$ cat config.mk
export PLATFORM = sky130hd
export DESIGN_NAME = input_event_sequence_matcher_unit
export DESIGN_NICKNAME = d
export VERILOG_FILES = /design/src/design/iesm_pkg.sv /design/src/design/iesm_event_map.sv /design/src/design/input_event_sequence_matcher_unit.sv
export SDC_FILE = /design/constraint.sdc
export NUM_CORES = 1
export LEC_CHECK = 0
export ABC_AREA = 1
export BUFFER_PORTS_ARGS = -buffer_cell sky130_fd_sc_hd__buf_4
export CORE_MARGIN = 1.5
export CORE_UTILIZATION = 50
export DETAILED_ROUTE_END_ITERATION = 12
export PLACE_DENSITY = 0.68
export SYNTH_ARGS = -nofsm -noshare
export SYNTH_HDL_FRONTEND = slang
export SYNTH_SLANG_ARGS = --single-unit
$ cat constraint.sdc
create_clock -name clk -period 3.38 [get_ports clk]
set_input_delay 0.338 -clock clk [delete_from_list [all_inputs] [get_ports clk]]
set_output_delay 0.338 -clock clk [all_outputs]
set_load 0.02 [all_outputs]
$ cat src/design/iesm_pkg.sv
package iesm_pkg;

  localparam int PATTERN_SLOTS_DEF  = 6;
  localparam int PATTERN_LENGTH_DEF = 8;
  localparam int MAX_SLOTS          = 6;
  localparam int MAX_LENGTH         = 8;

  localparam int CODE_W  = 5;
  localparam int MASK_W  = 6;
  localparam int PROG_W  = 3;
  localparam int LEN_W   = 4;
  localparam int CFG_W   = 41;
  localparam int IDX_W   = 3;
  localparam int EXCL_BIT = 40;

  localparam int IN_DATA_W  = 24;
  localparam int IN_USER_W  = 8;
  localparam int OUT_DATA_W = 16;

  localparam logic [7:0] KIND_BUTTON = 8'h01;
  localparam logic [7:0] KIND_AXIS   = 8'h02;
  localparam logic [7:0] AXIS_HORIZ  = 8'h00;
  localparam logic [7:0] AXIS_VERT   = 8'h01;
  localparam logic [7:0] BTN_LAST    = 8'h05;
  localparam logic [7:0] TURBO_ID    = 8'h0b;

  localparam logic [IDX_W-1:0] REG_PATTERNS_IN_USE = 3'd6;

  localparam logic [CODE_W-1:0] CODE_NONE     = 5'd0;
  localparam logic [CODE_W-1:0] CODE_RIGHT    = 5'd1;
  localparam logic [CODE_W-1:0] CODE_LEFT     = 5'd2;
  localparam logic [CODE_W-1:0] CODE_H_NEUT   = 5'd3;
  localparam logic [CODE_W-1:0] CODE_DOWN     = 5'd4;
  localparam logic [CODE_W-1:0] CODE_UP       = 5'd5;
  localparam logic [CODE_W-1:0] CODE_V_NEUT   = 5'd6;
  localparam logic [CODE_W-1:0] CODE_BTN_BASE = 5'd7;
  localparam logic [CODE_W-1:0] CODE_TURBO_PR = 5'd19;
  localparam logic [CODE_W-1:0] CODE_TURBO_RL = 5'd20;
  localparam logic [CODE_W-1:0] CODE_MAX      = 5'd20;

  typedef logic [CFG_W-1:0]  pattern_t;
  typedef logic [PROG_W-1:0] prog_t;
  typedef logic [LEN_W-1:0]  len_t;

  // Number of codes before the first zero code, capped at plen.
  function automatic len_t pattern_len(input pattern_t pat, input int plen);
    len_t len;
    logic found;
    len   = len_t'(plen);
    found = 1'b0;
    for (int k = 0; k < MAX_LENGTH; k++) begin
      if (!found && (k < plen) && (pat[k*CODE_W +: CODE_W] == CODE_NONE)) begin
        len   = len_t'(k);
        found = 1'b1;
      end
    end
    return len;
  endfunction

endpackage

$ cat src/design/iesm_event_map.sv
module iesm_event_map (
  input  logic [7:0]                  event_kind,
  input  logic [7:0]                  event_source,
  input  logic signed [15:0]          event_level,
  output logic [iesm_pkg::CODE_W-1:0] event_code
);
  import iesm_pkg::*;

  logic active;
  logic neg;

  assign active = (event_level != 16'sd0);
  assign neg    = event_level[15];

  always_comb begin
    event_code = CODE_NONE;
    if (event_kind == KIND_AXIS) begin
      if (event_source == AXIS_HORIZ) begin
        event_code = !active ? CODE_H_NEUT : (neg ? CODE_LEFT : CODE_RIGHT);
      end else if (event_source == AXIS_VERT) begin
        event_code = !active ? CODE_V_NEUT : (neg ? CODE_UP : CODE_DOWN);
      end
    end else if (event_kind == KIND_BUTTON) begin
      if (event_source <= BTN_LAST) begin
        event_code = CODE_BTN_BASE + {1'b0, event_source[2:0], 1'b0}
                     + {{(CODE_W-1){1'b0}}, ~active};
      end else if (event_source == TURBO_ID) begin
        // The turbo button reports the opposite level.
        event_code = active ? CODE_TURBO_RL : CODE_TURBO_PR;
      end
    end
  end

endmodule

$ cat src/design/input_event_sequence_matcher_unit.sv
// Joystick command-sequence matcher. Each input transaction carries one raw
// event (kind in tuser, source and signed level in tdata); the block maps it
// to an event code and steps up to PATTERN_SLOTS command patterns, returning
// one result transaction per event with the code, the mask of completed
// patterns and the exclusive flag. One event is taken every clock cycle while
// the output accepts results; the input register takes the event, and the
// result register then captures the outcome of a single matching stage that
// also updates the per-pattern progress registers. While a result waits, the
// input register holds one more event and then the input stalls. The user
// must write pattern and slot-count registers only while no event is in
// flight; the block itself does not enforce this.
module input_event_sequence_matcher_unit #(
  parameter int PATTERN_SLOTS  = iesm_pkg::PATTERN_SLOTS_DEF,
  parameter int PATTERN_LENGTH = iesm_pkg::PATTERN_LENGTH_DEF
) (
  input  logic                              clk,
  input  logic                              rst_n,
  input  logic                              in_tvalid,
  output logic                              in_tready,
  // [7:0] event_source, [23:8] event_level
  input  logic [iesm_pkg::IN_DATA_W-1:0]    in_tdata,
  // [7:0] event_kind
  input  logic [iesm_pkg::IN_USER_W-1:0]    in_tuser,
  output logic                              out_tvalid,
  input  logic                              out_tready,
  // [4:0] event_code, [10:5] fired_mask, [11] exclusive_fired, [15:12] zero
  output logic [iesm_pkg::OUT_DATA_W-1:0]   out_tdata,
  input  logic                              cfg_we,
  input  logic [iesm_pkg::IDX_W-1:0]        cfg_index,
  input  logic [iesm_pkg::CFG_W-1:0]        cfg_wdata
);
  import iesm_pkg::*;

  pattern_t             slot_r [PATTERN_SLOTS];
  logic [IDX_W-1:0]     in_use_r;
  prog_t                prog_r [PATTERN_SLOTS];
  prog_t                prog_nxt [PATTERN_SLOTS];

  logic                 in_valid_r;
  logic [7:0]           kind_r;
  logic [7:0]           source_r;
  logic signed [15:0]   level_r;

  logic                 out_valid_r;
  logic [CODE_W-1:0]    code_r;
  logic [MASK_W-1:0]    mask_r;
  logic                 excl_r;

  logic                 in_acc;
  logic                 advance;
  logic [CODE_W-1:0]    code;
  logic [IDX_W-1:0]     n_eff;

  logic [PATTERN_SLOTS-1:0] in_use;
  logic [PATTERN_SLOTS-1:0] hit;
  logic [PATTERN_SLOTS-1:0] done;
  logic [PATTERN_SLOTS-1:0] excl_hit;
  logic [PATTERN_SLOTS-1:0] fired;
  logic                     any_excl;

  assign advance   = in_valid_r && (!out_valid_r || out_tready);
  assign in_tready = !in_valid_r || advance;
  assign in_acc    = in_tvalid && in_tready;

  iesm_event_map u_map (
    .event_kind   (kind_r),
    .event_source (source_r),
    .event_level  (level_r),
    .event_code   (code)
  );

  assign n_eff = (in_use_r > IDX_W'(PATTERN_SLOTS)) ? IDX_W'(PATTERN_SLOTS) : in_use_r;

  always_comb begin
    len_t         len;
    logic [LEN_W-1:0] p_ext;
    for (int i = 0; i < PATTERN_SLOTS; i++) begin
      len         = pattern_len(slot_r[i], PATTERN_LENGTH);
      p_ext       = {1'b0, prog_r[i]};
      in_use[i]   = IDX_W'(i) < n_eff;
      hit[i]      = in_use[i] && (len != '0) && (p_ext < len)
                    && (slot_r[i][prog_r[i]*CODE_W +: CODE_W] == code);
      done[i]     = hit[i] && ((p_ext + LEN_W'(1)) >= len);
      excl_hit[i] = done[i] && slot_r[i][EXCL_BIT];
    end
  end

  always_comb begin
    logic blocked;
    blocked = 1'b0;
    for (int i = 0; i < PATTERN_SLOTS; i++) begin
      fired[i] = done[i] && !blocked;
      blocked  = blocked || excl_hit[i];
    end
    any_excl = |excl_hit;
  end

  always_comb begin
    for (int i = 0; i < PATTERN_SLOTS; i++) begin
      prog_nxt[i] = prog_r[i];
      if (advance) begin
        if (any_excl) begin
          prog_nxt[i] = '0;
        end else if (in_use[i]) begin
          prog_nxt[i] = (hit[i] && !done[i]) ? prog_r[i] + PROG_W'(1) : '0;
        end
      end
    end
  end

  always_ff @(posedge clk) begin
    if (!rst_n) begin
      for (int i = 0; i < PATTERN_SLOTS; i++) begin
        slot_r[i] <= '0;
        prog_r[i] <= '0;
      end
      in_use_r    <= '0;
      in_valid_r  <= 1'b0;
      out_valid_r <= 1'b0;
    end else begin
      for (int i = 0; i < PATTERN_SLOTS; i++) begin
        prog_r[i] <= prog_nxt[i];
        if (cfg_we && (cfg_index == IDX_W'(i))) begin
          slot_r[i] <= cfg_wdata;
        end
      end
      if (cfg_we && (cfg_index == REG_PATTERNS_IN_USE)) begin
        in_use_r <= cfg_wdata[IDX_W-1:0];
      end
      if (in_acc) begin
        in_valid_r <= 1'b1;
      end else if (advance) begin
        in_valid_r <= 1'b0;
      end
      if (advance) begin
        out_valid_r <= 1'b1;
      end else if (out_tready) begin
        out_valid_r <= 1'b0;
      end
    end
  end

  always_ff @(posedge clk) begin
    if (in_acc) begin
      kind_r   <= in_tuser[7:0];
      source_r <= in_tdata[7:0];
      level_r  <= in_tdata[23:8];
    end
    if (advance) begin
      code_r <= code;
      mask_r <= MASK_W'(fired);
      excl_r <= any_excl;
    end
  end

  assign out_tvalid = out_valid_r;
  assign out_tdata  = {{(OUT_DATA_W-CODE_W-MASK_W-1){1'b0}}, excl_r, mask_r, code_r};

endmodule

==> qor.csv <==
metric,value,unit
outcome,"finished, violations left",
violations,setup timing,
hold_viol_final,0,
final.min_clock_period,3.46,ns
p_switching,0.00248,W
pwr-share-seq,46.9,%
p_clk_share,40.5,%
post-route-period-util,102,%
critPathCaptureType,register,
routed_wirelength,56.2,mm
setup_viol_count_final,10,
antennaDiodeCount,0,
synthArstFlopShare,0,%
fin_ws,-0.0810,ns
synth_top_family_by_area,simple AND/OR/NAND/NOR gates,
muxShareOfSynthArea,0,%
antenna_left,0,
holdWs,0.0897,ns
clk-insertion-delay-late,0.54,ns
yosysUniqueCellTypes,53,
dominantRegCellSynth,edfxtp_1,
yosys-top-cells-area,"edfxtp_1 51%, nor2_1 9.4%, nand2_1 8.6%",
avgSynthCellArea,8.72,um^2
htreeDepth,2,
cap_violations,0,
comb_power_share,12.6,%
p_int,0.00735,W
synth_largest_area_cell,edfxtp_1,
slew_headroom,46.4,%
worstPathRequired,3.81,ns
design.portCount,99,
power_density,451,mW/mm^2
yosys.area_share.xor_xnor,0.826,%
portBuffers,94,
leakagePower,9.71,nW
antenna_found_initial,0,
grt_pass1_wl,82.6,mm
ys_top_cells_by_count,"425 x nor2_1, 387 x nand2_1, 290 x edfxtp_1",
finalMaxSlewViolations,0,
vdd_drop_max,0.405,mV
path_class,reg2reg,
synth_area,0.0170,mm^2
hold_class,in2reg,
coreArea,0.0334,mm^2
fillers,2745,
cts_tree,done,
crit_fanout,5,
drive_gt1_share,23.3,%
drt-pass1-iter-count,6,
synth_warnings,0,
die_w,187,um
drt_drc_violations_left,0,
cts_buffers,36,
grt_overflow,0,
clkTransAtPathRegs,0.06,ns
critPathArrivalTime,3.89,ns
post-dp-hpwl,37.7,mm
synth-compound-area-share,7.07,%
worst_slew_pin_slew,0.801,ns
synth_edf_count,290,
syn-instance-count,1946,
wire_per_inst,20.3,um
grt_usage,31.5,%
num_vias,15600,
yosysTopAreaCellShare,51.3,%
start_kind,register,
drtIter0Drc,2051,
cts_sinks,313,
grt_max_degree,42,
dieArea,0.0350,mm^2
syn2layout_area_growth,28.6,%
die_y,187,um
viasPerCell,5.62,
pre_cts_slack,-1.05,ns
grt_setup_unrepaired,yes,
gp_congestion,0.926,
cts_root_buf,clkbuf_16,
grt_pass1_vias,14400,
fmax,289,MHz
placement_rows,67,
synth-simple-area-share,28.1,%
clock_skew,0.0182,ns
ys_seq_area_share,54.1,%
start_util,50.7,%
synth-seq-cells,313,
clk_path_buf_depth,3,
switching_share,25.2,%
nets,2424,
synthMostInstantiatedCell,nor2_1,
synth_fa_ha_area_share,3.61,%
worst max-delay path, stage by stage, from the launching register on:
cell      delay (ns)
edfxtp_1        0.36
nor2_1          0.05
nand3_1         0.11
nand2_1         0.09
nor2_2          0.12
nand2_2         0.10
nor2_4          0.13
nand3_2         0.08
o31ai_2         0.11
o21bai_1        0.17
buf_4           0.16
ha_1            0.30
inv_2           0.09
nor2_1          0.05
o21bai_1        0.22
o311ai_4        0.16
nand4_4         0.12
nand2_4         0.08
nor2_4          0.27
buf_6           0.15
nand3_4         0.07
buf_4           0.16
a21oi_1         0.13
nor2_1          0.06
metrics by stage:
| stage | cells | instance area, um^2 | total power (W) | util (%) | TNS [ns] |
|---|---|---|---|---|---|
| after floorplan | 1949 | 17000 | 0.00522 | - | 0 |
| after global placement | 2642 | 19600 | 0.00575 | 58.5 | -13.42 |
| final | 2770 | 21800 | 0.00983 | 65.2 | -0.397 |
| after detailed placement | 2642 | 19600 | 0.00577 | 58.5 | -16.34 |
| after CTS | 2750 | 21300 | 0.00975 | 63.7 | -0.00111 |
| after global routing | 2770 | 21800 | 0.0101 | 65.2 | -3.20 |
power by group through the flow:
| stage | registers [W] | logic [W] | clock network (W) |
|---|---|---|---|
| after global placement | 0.00467 | 0.00108 | 0 |
| after global routing | 0.00463 | 0.00134 | 0.00414 |
| after CTS | 0.00460 | 0.00114 | 0.00400 |
| final | 0.00461 | 0.00124 | 0.00398 |
| after detailed placement | 0.00468 | 0.00109 | 0 |
| after floorplan | 0.00465 | 0.000565 | 0 |
cells by family after synthesis:
family / after synthesis
xor+xnor: 16
other cells: 1
flops: 313
buf+inv: 264
simple gates: 1104
fa+ha+maj: 49
compound gates: 199
cells in the final DEF, fill, tap and decap left out, types with 9 or more instances in the layout:
| master | count |
|---|---|
| nand4_1 | 29 |
| nor2_2 | 16 |
| nor3_2 | 15 |
| dfxtp_1 | 23 |
| nand3_1 | 152 |
| xnor2_1 | 9 |
| ha_1 | 49 |
| o21bai_1 | 13 |
| a21oi_1 | 69 |
| dlygate4sd3_1 | 32 |
| nand3_2 | 12 |
| o21ai_0 | 47 |
| nor2_1 | 414 |
| nand2_1 | 370 |
| edfxtp_1 | 290 |
| nor2_4 | 10 |
| nand2_2 | 20 |
| buf_4 | 342 |
| nor3_1 | 30 |
| inv_2 | 13 |
| clkbuf_16 | 37 |
| inv_1 | 173 |
routing by layer:
| metal | global-route usage, % | vias up | routed length (um) |
|---|---|---|---|
| met5 | 0 | - | 0 |
| met4 | 16.1 | 0 | 3100 |
| met3 | 5.65 | 176 | 5630 |
| met2 | 47.9 | 828 | 24700 |
| met1 | 43.3 | 7325 | 22800 |
| li1 | - | 7230 | - |
sequential cells by signal (all words and copies together) (netlist names):
signal / count
code_r: 5
excl_r: 1
in_use_r: 3
in_valid_r: 1
kind_r: 8
level_r: 16
mask_r: 6
out_tvalid: 1
prog_r: 18
slot_r: 246
source_r: 8
cell type report:
class | count | area (um^2) | share of cell area [%]
Clock inverter | 21 | 224 | 1.03
Multi-Input combinational cell | 1373 | 7180 | 32.9
Timing Repair Buffer | 383 | 3000 | 13.8
Tap cell | 448 | 561 | 2.57
Clock buffer | 45 | 976 | 4.47
Sequential cell | 313 | 9170 | 42.0
Inverter | 187 | 702 | 3.22
final timing paths:
check / start / endpoint / slack (ns) / cells after the start
setup / recovery: slot_r[0][8] / prog_r[2][2] / -0.08 / 23
hold / removal: out_tready / out_tvalid / 0.09 / 4
setup reg to reg: slot_r[0][8] / prog_r[2][2] / -0.08 / 23
hold reg to reg: out_tvalid / out_tvalid / 0.50 / 2
timing repair:
item | 4_1_cts | 5_1_grt
pin swaps | 8 | 50
endpoints found under the hold margin | 32 | 0
setup buffers | 8 | 20
gates resized for setup | 31 | 88
gates cloned | 2 | 0
hold buffers | 32 | 0
setup endpoints to repair | 22 | 23
Note: power is estimated with default switching activity, not from simulation.
